<file path="config.mk">
export PLATFORM = sky130hd
export DESIGN_NAME = swm_ram
export DESIGN_NICKNAME = d
export VERILOG_FILES = /design/src/sv/swm_ram.sv
export SDC_FILE = /design/constraint.sdc
export NUM_CORES = 2
export LEC_CHECK = 0
export BUFFER_PORTS_ARGS = -buffer_cell sky130_fd_sc_hd__buf_2
export CAP_MARGIN = 20
export CORE_MARGIN = 4
export CORE_UTILIZATION = 35
export CTS_BUF_LIST = sky130_fd_sc_hd__clkbuf_8
export DETAILED_ROUTE_END_ITERATION = 12
export GPL_ROUTABILITY_DRIVEN = 0
export PLACE_DENSITY = 0.47
export SKIP_LAST_GASP = 1
export SYNTH_ARGS = -nofsm -noshare
export SYNTH_HDL_FRONTEND = slang
export SYNTH_SLANG_ARGS = --single-unit
export TNS_END_PERCENT = 30
</file>
<file path="constraint.sdc">
create_clock -name clk -period 5.09 [get_ports clk]
set_input_delay 0.7635 -clock clk [delete_from_list [all_inputs] [get_ports clk]]
set_output_delay 0.7635 -clock clk [all_outputs]
set_load 0.05 [all_outputs]
</file>
<file path="src/sv/swm_ram.sv">
// ----------------------------------------------------------------------------
// swm_ram
// Generic single-write, single-read RAM with registered read data.
// ----------------------------------------------------------------------------
module swm_ram #(
  parameter int WIDTH = 32,
  parameter int DEPTH = 64,
  localparam int AW   = (DEPTH > 1) ? $clog2(DEPTH) : 1
) (
  input  logic             clk,
  input  logic             we,
  input  logic [AW-1:0]    waddr,
  input  logic [WIDTH-1:0] wdata,
  input  logic [AW-1:0]    raddr,
  output logic [WIDTH-1:0] rdata
);

  logic [WIDTH-1:0] mem [DEPTH];

  always_ff @(posedge clk) begin
    if (we) begin
      mem[waddr] <= wdata;
    end
    rdata <= mem[raddr];
  end

endmodule

</file>
==> flow_summary.ini <==
[min_path]
holdPathEnd = mem[46][10]$_DFFE_PP_
hp-class = input port to flip-flop
hold_start = wdata[10]
worstHoldPathCells = 1

[clock_tree]
path_clk_slew_ns = 0.06
cts_setup_buffers = 0
ctsResizeCount = 0
postCtsHoldBufs = 0
clock-root-buffer = clkbuf_8
cts_tree = yes
clockBufferDepth = 4
clock_latency_ns = 1.06
ctsHtreeMaxLevel = 5
cts_made_buffers = 366
cts.sinks = 2080

[global_route]
grt_max_degree = 65
grt_first_pass_wirelength_um = 314300
grtUsageTotal = 0.1928
grt_antenna_before_repair = 18
grt_pass1_vias = 39403
grt_remaining_overflow = 0

[floorplan]
die_h_um = 481.6
die_x_um = 481.6
row_count = 173
die-area_um2 = 232000
coreArea_um2 = 222700
io_pins = 78
initial_utilization = 0.3525

[yosys]
yosys_warnings = 0
ys.flop_type = edfxtp_1
syn_inst = 3324
ys_seq_area_frac = 0.7914
synth_fp_nets = 3370
synth_most_common_cell = edfxtp_1
ys_ff_latch = 2080
synthesis.area_per_instance_um2 = 23.62
synth_edf_count = 2048
yosys.cell_types.count = 34
synth_area_um2 = 78520
synthArstFlopShare = 0
synthTopCellsByArea = edfxtp_1 78%, mux4_2 16%, mux2i_1 1.2%
synthTopCellsByCount = 2048 x edfxtp_1, 544 x mux4_2, 137 x nor2_1
yosysTopAreaCellShare = 0.7833
yosys.area.top_type = edfxtp_1

[worst_setup_path]
critPathCaptureType = flip-flop
cp.required_ns = 5.90
r2r-end = rdata[5]$_DFF_P_
reg2reg_depth = 4
worstReg2RegStart = mem[46][5]$_DFFE_PP_
start_kind = input port
cp_max_fo = 38
rrSetupSlack_ns = 2.22
cp_data_arrival_time_ns = 4.27
worst-setup-path-type = input port to flip-flop

[timing]
clock_skew_ns = 0.06949
setup_viol = 0
worst_slew_margin_rel = 0.2885
period_share = 0.6800
rsz0062_at_grt = no
drv_slew = 0
worst_pin_slew_ns = 1.065
period_needed_ns = 3.461
fmax_mhz = 288.9
fin_tns_setup_ns = 0
hold_violations = 0

[detailed_routing]
drc = 0
first_pass_iters = 5
routed_via_density = 5.309
routed_wl_um = 222800
ant_nets = 0
wl_per_cell_um = 31.61
first_iter_violations = 3617
route.vias.total = 37427

[layout]
drive_gt1_frac = 0.3310
fillCellCount = 19550
area_delta_synth_final_pct = 15.70
multi_input_area_um2 = 15970
seq_area_um2 = 62140
fin_nets = 3847

[power]
total_power_uw = 35010
p_leak_uw = 0.02869
powerDensity_nw_per_um2 = 385.4
peakVddDrop_mv = 0.2309

[place]
place_hpwl_um = 129600
port-buffer-count = 77

[run_status]
status = complete, no violations

[flow_run]
max-cap-violations = 0
## layout by cell type, fill, tap and decap left out, drive strengths merged, types with 2 or more instances in the layout
| cell | netlist | routed |
|---|---|---|
| nand2 | 26 | 26 |
| buf | 108 | 291 |
| a21oi | 62 | 62 |
| nand3 | 5 | 5 |
| a22oi | 12 | 12 |
| and2 | 2 | 2 |
| clkbuf | 74 | 390 |
| o22ai | 84 | 84 |
| edfxtp | 2048 | 2048 |
| nand2b | 8 | 8 |
| nor2b | 15 | 15 |
| clkinv | 0 | 106 |
| mux2i | 93 | 93 |
| diode | 0 | 15 |
| a41o | 4 | 4 |
| mux4 | 544 | 544 |
| nand3b | 5 | 5 |
| or2 | 3 | 3 |
| o221ai | 27 | 27 |
| dfxtp | 32 | 32 |
| or3b | 5 | 5 |
| nor3 | 7 | 7 |
| o32ai | 4 | 4 |
| clkinvlp | 0 | 4 |
| a311oi | 8 | 8 |
| nor2 | 137 | 137 |
| or3 | 3 | 3 |
| bufinv | 0 | 6 |
| nand4 | 2 | 2 |
| inv | 0 | 121 |
| and3 | 4 | 4 |
## stage by stage
stage | instances | hold slack [ns] | util | area, um^2 | setup slack (ns)
2_1_floorplan | 3324 | 0.6632 | - | 78520 | 1.167
3_5_place_dp | 6402 | 0.7191 | 0.3779 | 84180 | 0.5288
6_report | 7050 | 0.07366 | 0.4079 | 90840 | 1.629
4_1_cts | 7029 | 0.0002645 | 0.4071 | 90680 | 1.700
5_1_grt | 7043 | -0.0005954 | 0.4078 | 90830 | 1.713
3_3_place_gp | 6401 | 0.7192 | 0.3779 | 84170 | 0.5398
## state kept, by name (all words and copies together) (netlist names)
signal,cells
mem,2048
rdata,32
## power by group
group	internal [uW]	total, uW	leakage, uW	switching [uW]
Clock	7320	14000	0.00378	6680
Sequential	19000	19100	0.0187	97.5
Combinational	682	1940	0.00621	1260
Total	27000	35000	0.0287	8040
## cell families (layout without fill, tap and decap cells)
logic type / count (synthesis) / count (layout) / share of synthesized area
buf+inv: 182 / 918 / 0.01128
other cells: 0 / 15 / 0
compound gates: 202 / 202 / 0.01673
simple gates: 223 / 223 / 0.01265
mux: 637 / 637 / 0.1679
flops: 2080 / 2080 / 0.7914
## routing by layer
| metal | global-route usage | routed length (um) | up-vias |
|---|---|---|---|
| met5 | 0 | 14 | - |
| met4 | 0.05399 | 4551 | 2 |
| met3 | 0.03415 | 11880 | 307 |
| met2 | 0.3162 | 110400 | 1146 |
| met1 | 0.2657 | 96020 | 20667 |
| li1 | - | - | 15305 |
## critical path: stages
cell and delay [ns]:
buf_8 0.46, buf_12 0.34, buf_4 0.27, mux4_2 0.55
mux4_2 0.57, o22ai_1 0.80, nor2_1 0.41
## worst max path at each step
stage,slack [ns],startpoint,end
after global routing,1.71,raddr[0],rdata[5]$_DFF_P_
final,1.63,raddr[0],rdata[5]$_DFF_P_
after floorplan,1.17,waddr[3],mem[48][0]$_DFFE_PP_
after detailed placement,0.53,raddr[0],rdata[5]$_DFF_P_
after global placement,0.54,raddr[0],rdata[5]$_DFF_P_
after CTS,1.70,raddr[0],rdata[5]$_DFF_P_
## cell type report
class / instances / share of cell area
repair buffers: 291 / 0.02727
clock inverters: 237 / 0.01242
diodes: 15 / 0.0004132
clock buffers: 390 / 0.05909
flip-flops and latches: 2080 / 0.6840
well taps: 2975 / 0.04098
multi-input cells: 1062 / 0.1758
Note: power is estimated with default switching activity, not from simulation.
