### src/sv/swm_pkg.sv
// ----------------------------------------------------------------------------
// swm_pkg
// Shared constants and types for the sliding window median unit.
// ----------------------------------------------------------------------------
package swm_pkg;

  localparam int WINDOW_MAX_DEF   = 64;
  localparam int SAMPLE_WIDTH_DEF = 32;
  localparam int CFG_WIDTH        = 7;   // width of the window_size register
  localparam int WINDOW_RESET     = 3;   // window_size after reset

  // Compare results that each cell hands to its neighbors.
  typedef struct packed {
    logic le_new;   // stored key <= incoming sample
    logic ge_old;   // stored key >= sample being evicted
  } swm_flags_t;

  // Per-transaction control broadcast to every cell.
  typedef struct packed {
    logic step;     // a sample is accepted this cycle
    logic evict;    // the window is full, oldest sample leaves
  } swm_ctrl_t;

endpackage

### src/sv/swm_cell.sv
// ----------------------------------------------------------------------------
// swm_cell
// One slot of the sorted window. Each step it keeps its key, takes the key
// of the neighbor above (eviction closes the gap), the key of the neighbor
// below (insertion opens a gap) or the new sample.
// ----------------------------------------------------------------------------
module swm_cell
  import swm_pkg::*;
#(
  parameter int SAMPLE_WIDTH = SAMPLE_WIDTH_DEF,
  parameter int CW           = 7,
  parameter int INDEX        = 0
) (
  input  logic                           clk,
  input  swm_ctrl_t                      ctrl,
  input  logic [CW-1:0]                  live_cnt,  // entries left after eviction
  input  logic signed [SAMPLE_WIDTH-1:0] new_key,
  input  logic signed [SAMPLE_WIDTH-1:0] old_key,
  input  logic signed [SAMPLE_WIDTH-1:0] key_lo,
  input  swm_flags_t                     flg_lo,
  input  logic signed [SAMPLE_WIDTH-1:0] key_hi,
  input  swm_flags_t                     flg_hi,
  output logic signed [SAMPLE_WIDTH-1:0] key,
  output swm_flags_t                     flg,
  output logic signed [SAMPLE_WIDTH-1:0] key_next
);

  localparam int IXW = (CW > 32) ? CW : 32;

  logic signed [SAMPLE_WIDTH-1:0] d_own;
  logic signed [SAMPLE_WIDTH-1:0] d_lo;
  logic                           d_own_le;
  logic                           d_lo_le;
  logic                           own_live;
  logic                           keep;
  logic                           take_new;

  assign flg.le_new = (key <= new_key);
  assign flg.ge_old = (key >= old_key);

  always_comb begin
    // view of the window with the evicted entry removed
    d_own    = (ctrl.evict && flg.ge_old) ? key_hi : key;
    d_own_le = (ctrl.evict && flg.ge_old) ? flg_hi.le_new : flg.le_new;
    d_lo     = (ctrl.evict && flg_lo.ge_old) ? key : key_lo;
    d_lo_le  = (ctrl.evict && flg_lo.ge_old) ? flg.le_new : flg_lo.le_new;
    own_live = (IXW'(INDEX) < IXW'(live_cnt));
    keep     = own_live && d_own_le;
    take_new = (INDEX == 0) || d_lo_le;
    if (keep) begin
      key_next = d_own;
    end else if (take_new) begin
      key_next = new_key;
    end else begin
      key_next = d_lo;
    end
  end

  always_ff @(posedge clk) begin
    if (ctrl.step) begin
      key <= key_next;
    end
  end

endmodule

### config.mk
export PLATFORM = sky130hd
export DESIGN_NAME = swm_cell
export DESIGN_NICKNAME = d
export VERILOG_FILES = /design/src/sv/swm_pkg.sv /design/src/sv/swm_cell.sv
export SDC_FILE = /design/constraint.sdc
export NUM_CORES = 1
export LEC_CHECK = 0
export BUFFER_PORTS_ARGS = -buffer_cell sky130_fd_sc_hd__buf_2
export CAP_MARGIN = 20
export CORE_MARGIN = 8
export CORE_UTILIZATION = 48
export DETAILED_ROUTE_END_ITERATION = 12
export PLACE_DENSITY = 0.88
export SYNTH_ARGS = -nofsm -noshare
export SYNTH_HDL_FRONTEND = slang
export SYNTH_SLANG_ARGS = --single-unit
### constraint.sdc
create_clock -name clk -period 4.95 [get_ports clk]
set_input_delay 0.2475 -clock clk [delete_from_list [all_inputs] [get_ports clk]]
set_output_delay 0.2475 -clock clk [all_outputs]
set_load 0.005 [all_outputs]
==> qor.yml <==
hold_viol_final: 0
clk_latency_ns: 0.28
placement.io_buffers: 172
grt_pass1_vias: 3583
vias: 3197
fp.dieH_um: 99.63
yosys.area.top_type: "edfxtp_1"
fp.dieW_um: 99.63
cts_buffers: 5
ioPinCount: 208
max_freq_mhz: 230.1
hold_depth: 2
hold_buffers: 0
setup_tns_ns: 0
cts_tree: "built"
r2r-start: "key[14]$_DFFE_PP_"
ant_nets: 0
total_leakage_power_nw: 2.510
ys_async_sr_fraction_pct: 0
cts_buffer_depth: 2
yosysSeqAreaShare_pct: 28.62
setup_violations: 0
period_needed_ns: 4.347
min_period_over_period_pct: 87.81
min_to: "key[0]$_DFFE_PP_"
dr.pass1.iters: 4
cp.required_ns: 4.70
final_nets: 724
gp_congestion: 0.8399
post_cts_buffers: 0
initial_core_util_pct: 49.41
fin_util_pct: 64.64
grt_usage_pct: 20.50
cts-htree-levels: 2
synth_area_mm2: 0.003357
largest_reg_flops: 32
dp_hpwl_um: 8844
drt_wl_total_um: 10490
syn_nets: 548
overflow: 0
post_cts_resized: 0
antenna_found_initial: 0
synth_top_cell_area_share_pct: 28.62
fillers: 593
postSynthAreaPerCell_um2: 9.816
clk_pin_slew_ns: 0.07
regMostFlops: "key"
cts.sinks: 32
drtIter0Drc: 97
synth_flop_cell: "edfxtp_1"
n_antenna_cell: 0
fin_worst_skew_ns: 0.003527
rsz0062_at_grt: "false"
tightest_slew_ns: 0.8222
synthDistinctLibCells: 32
area_growth_pct: 30.82
crit_path_end_kind: "output pin"
cp_data_arrival_time_ns: 4.10
outcome: "completed"
yosysWarnings: 0
min-delay-start: "new_key[0]"
rr_endpoint: "key[0]$_DFFE_PP_"
max_slew_margin_pct: 45.19
core_region_area_mm2: 0.006794
synthCells: 342
num_rows: 30
r2r_cells: 10
placedCellCount: 607
min_path_type: "input port to flop"
max_cap_viol_count: 0
final_layout_size_suffix_gt1_share_pct: 35.26
routed_via_density: 5.198
grt_max_degree: 33
crit_path_start_kind: "flop"
power.total_w: 0.001734
synth_edf_count: 32
layout.cells.non_filler: 615
rrSetupSlack_ns: 1.02
drc: 0
path_class: "flop to output pin"
synth.top_cells.by_area: "edfxtp_1 (29%), ha_1 (24%), mux2i_1 (19%)"
crit_fanout: 24
route.detailed.wl_per_inst_um: 17.06
slew_violations: 0
p_per_area_mw_per_mm2: 394.7
ir_drop_uv: 231.4
synth-seq-cells: 32
cts-root-buf: "clkbuf_8"
grt_pass1_wl_um: 16620
synthTopCellsByCount: "ha_1 (64), inv_1 (64), mux2i_1 (63), edfxtp_1 (32), a21oi_1 (25)"
reg.largest.list: "key (32)"
dieArea_mm2: 0.009926
-- routing by layer --
| layer | GRT usage (%) | part of all wire (%) | vias to the layer above |
|---|---|---|---|
| li1 | - | - | 1606 |
| met1 | 22.44 | 41 | 1478 |
| met2 | 37.96 | 51 | 103 |
| met3 | 5.237 | 5.9 | 10 |
| met4 | 5.471 | 1.3 | 0 |
| met5 | 0 | 0 | - |
-- critical path: stages (launching register included) --
cell	delay [ns]
edfxtp_1	0.47
ha_1	0.35
a21oi_1	0.15
nand2_1	0.08
a221o_1	0.35
o31a_1	0.36
o311ai_4	0.72
nor2_1	0.16
a221oi_4	0.23
buf_4	0.42
mux2_1	0.38
buf_2	0.13
-- cell type report --
type | instances | area (um^2) | area share (%)
tap | 96 | 120.1 | 2.735
clock inverter | 1 | 3.754 | 0.08547
timing repair buffer | 175 | 883.3 | 20.11
inverter | 64 | 240.2 | 5.470
multi-input combinational | 240 | 2107 | 47.98
clock buffer | 7 | 76.32 | 1.738
sequential | 32 | 960.9 | 21.88
-- placed cells by master (no fill, tap or decap), types with 3 or more instances in the layout --
| master | Yosys | layout |
|---|---|---|
| buf_4 | 0 | 3 |
| nand3_1 | 7 | 7 |
| nor2b_1 | 3 | 3 |
| nand4_1 | 15 | 15 |
| mux2i_1 | 63 | 63 |
| nor2_1 | 6 | 6 |
| clkbuf_8 | 0 | 5 |
| edfxtp_1 | 32 | 32 |
| o21ai_0 | 9 | 9 |
| inv_1 | 64 | 64 |
| nand2_1 | 18 | 18 |
| nor4_1 | 4 | 4 |
| a21oi_1 | 25 | 25 |
| buf_2 | 3 | 172 |
| a2111oi_0 | 3 | 3 |
| ha_1 | 64 | 64 |
-- worst max-delay path by stage --
stage	startpoint	end
floorplan	key[14]$_DFFE_PP_	key_next[10]
global placement	key[14]$_DFFE_PP_	key_next[0]
detailed placement	key[14]$_DFFE_PP_	key_next[0]
CTS	key[14]$_DFFE_PP_	key_next[0]
global route	key[14]$_DFFE_PP_	key_next[0]
finish	key[14]$_DFFE_PP_	key_next[0]
-- power by group --
part,total (W),internal (W),switching [W],leakage [nW]
clock network,0.000202,0.0000981,0.000104,0.0399
registers,0.000505,0.000415,0.0000896,0.313
logic,0.00103,0.000494,0.000533,2.16
-- cells by family after synthesis --
logic type | Yosys count | share of synthesized area, %
buffers and inverters | 70 | 8.610
multiplexers | 65 | 19.46
adder cells (fa/ha/maj) | 64 | 23.85
AND/OR/NAND/NOR | 60 | 9.131
AO/OA/AOI/OAI | 51 | 10.32
flip-flops | 32 | 28.62
-- per-stage QoR --
stage	area, um^2	worst slack [ns]	hold slack (ns)
2_1_floorplan	3357	1.806	0.3600
3_3_place_gp	4312	0.9659	0.6044
3_5_place_dp	4312	0.9029	0.6037
4_1_cts	4392	0.5783	0.3100
5_1_grt	4392	0.3922	0.3272
6_report	4392	0.6032	0.3172
Note: power is estimated with default switching activity, not from simulation.
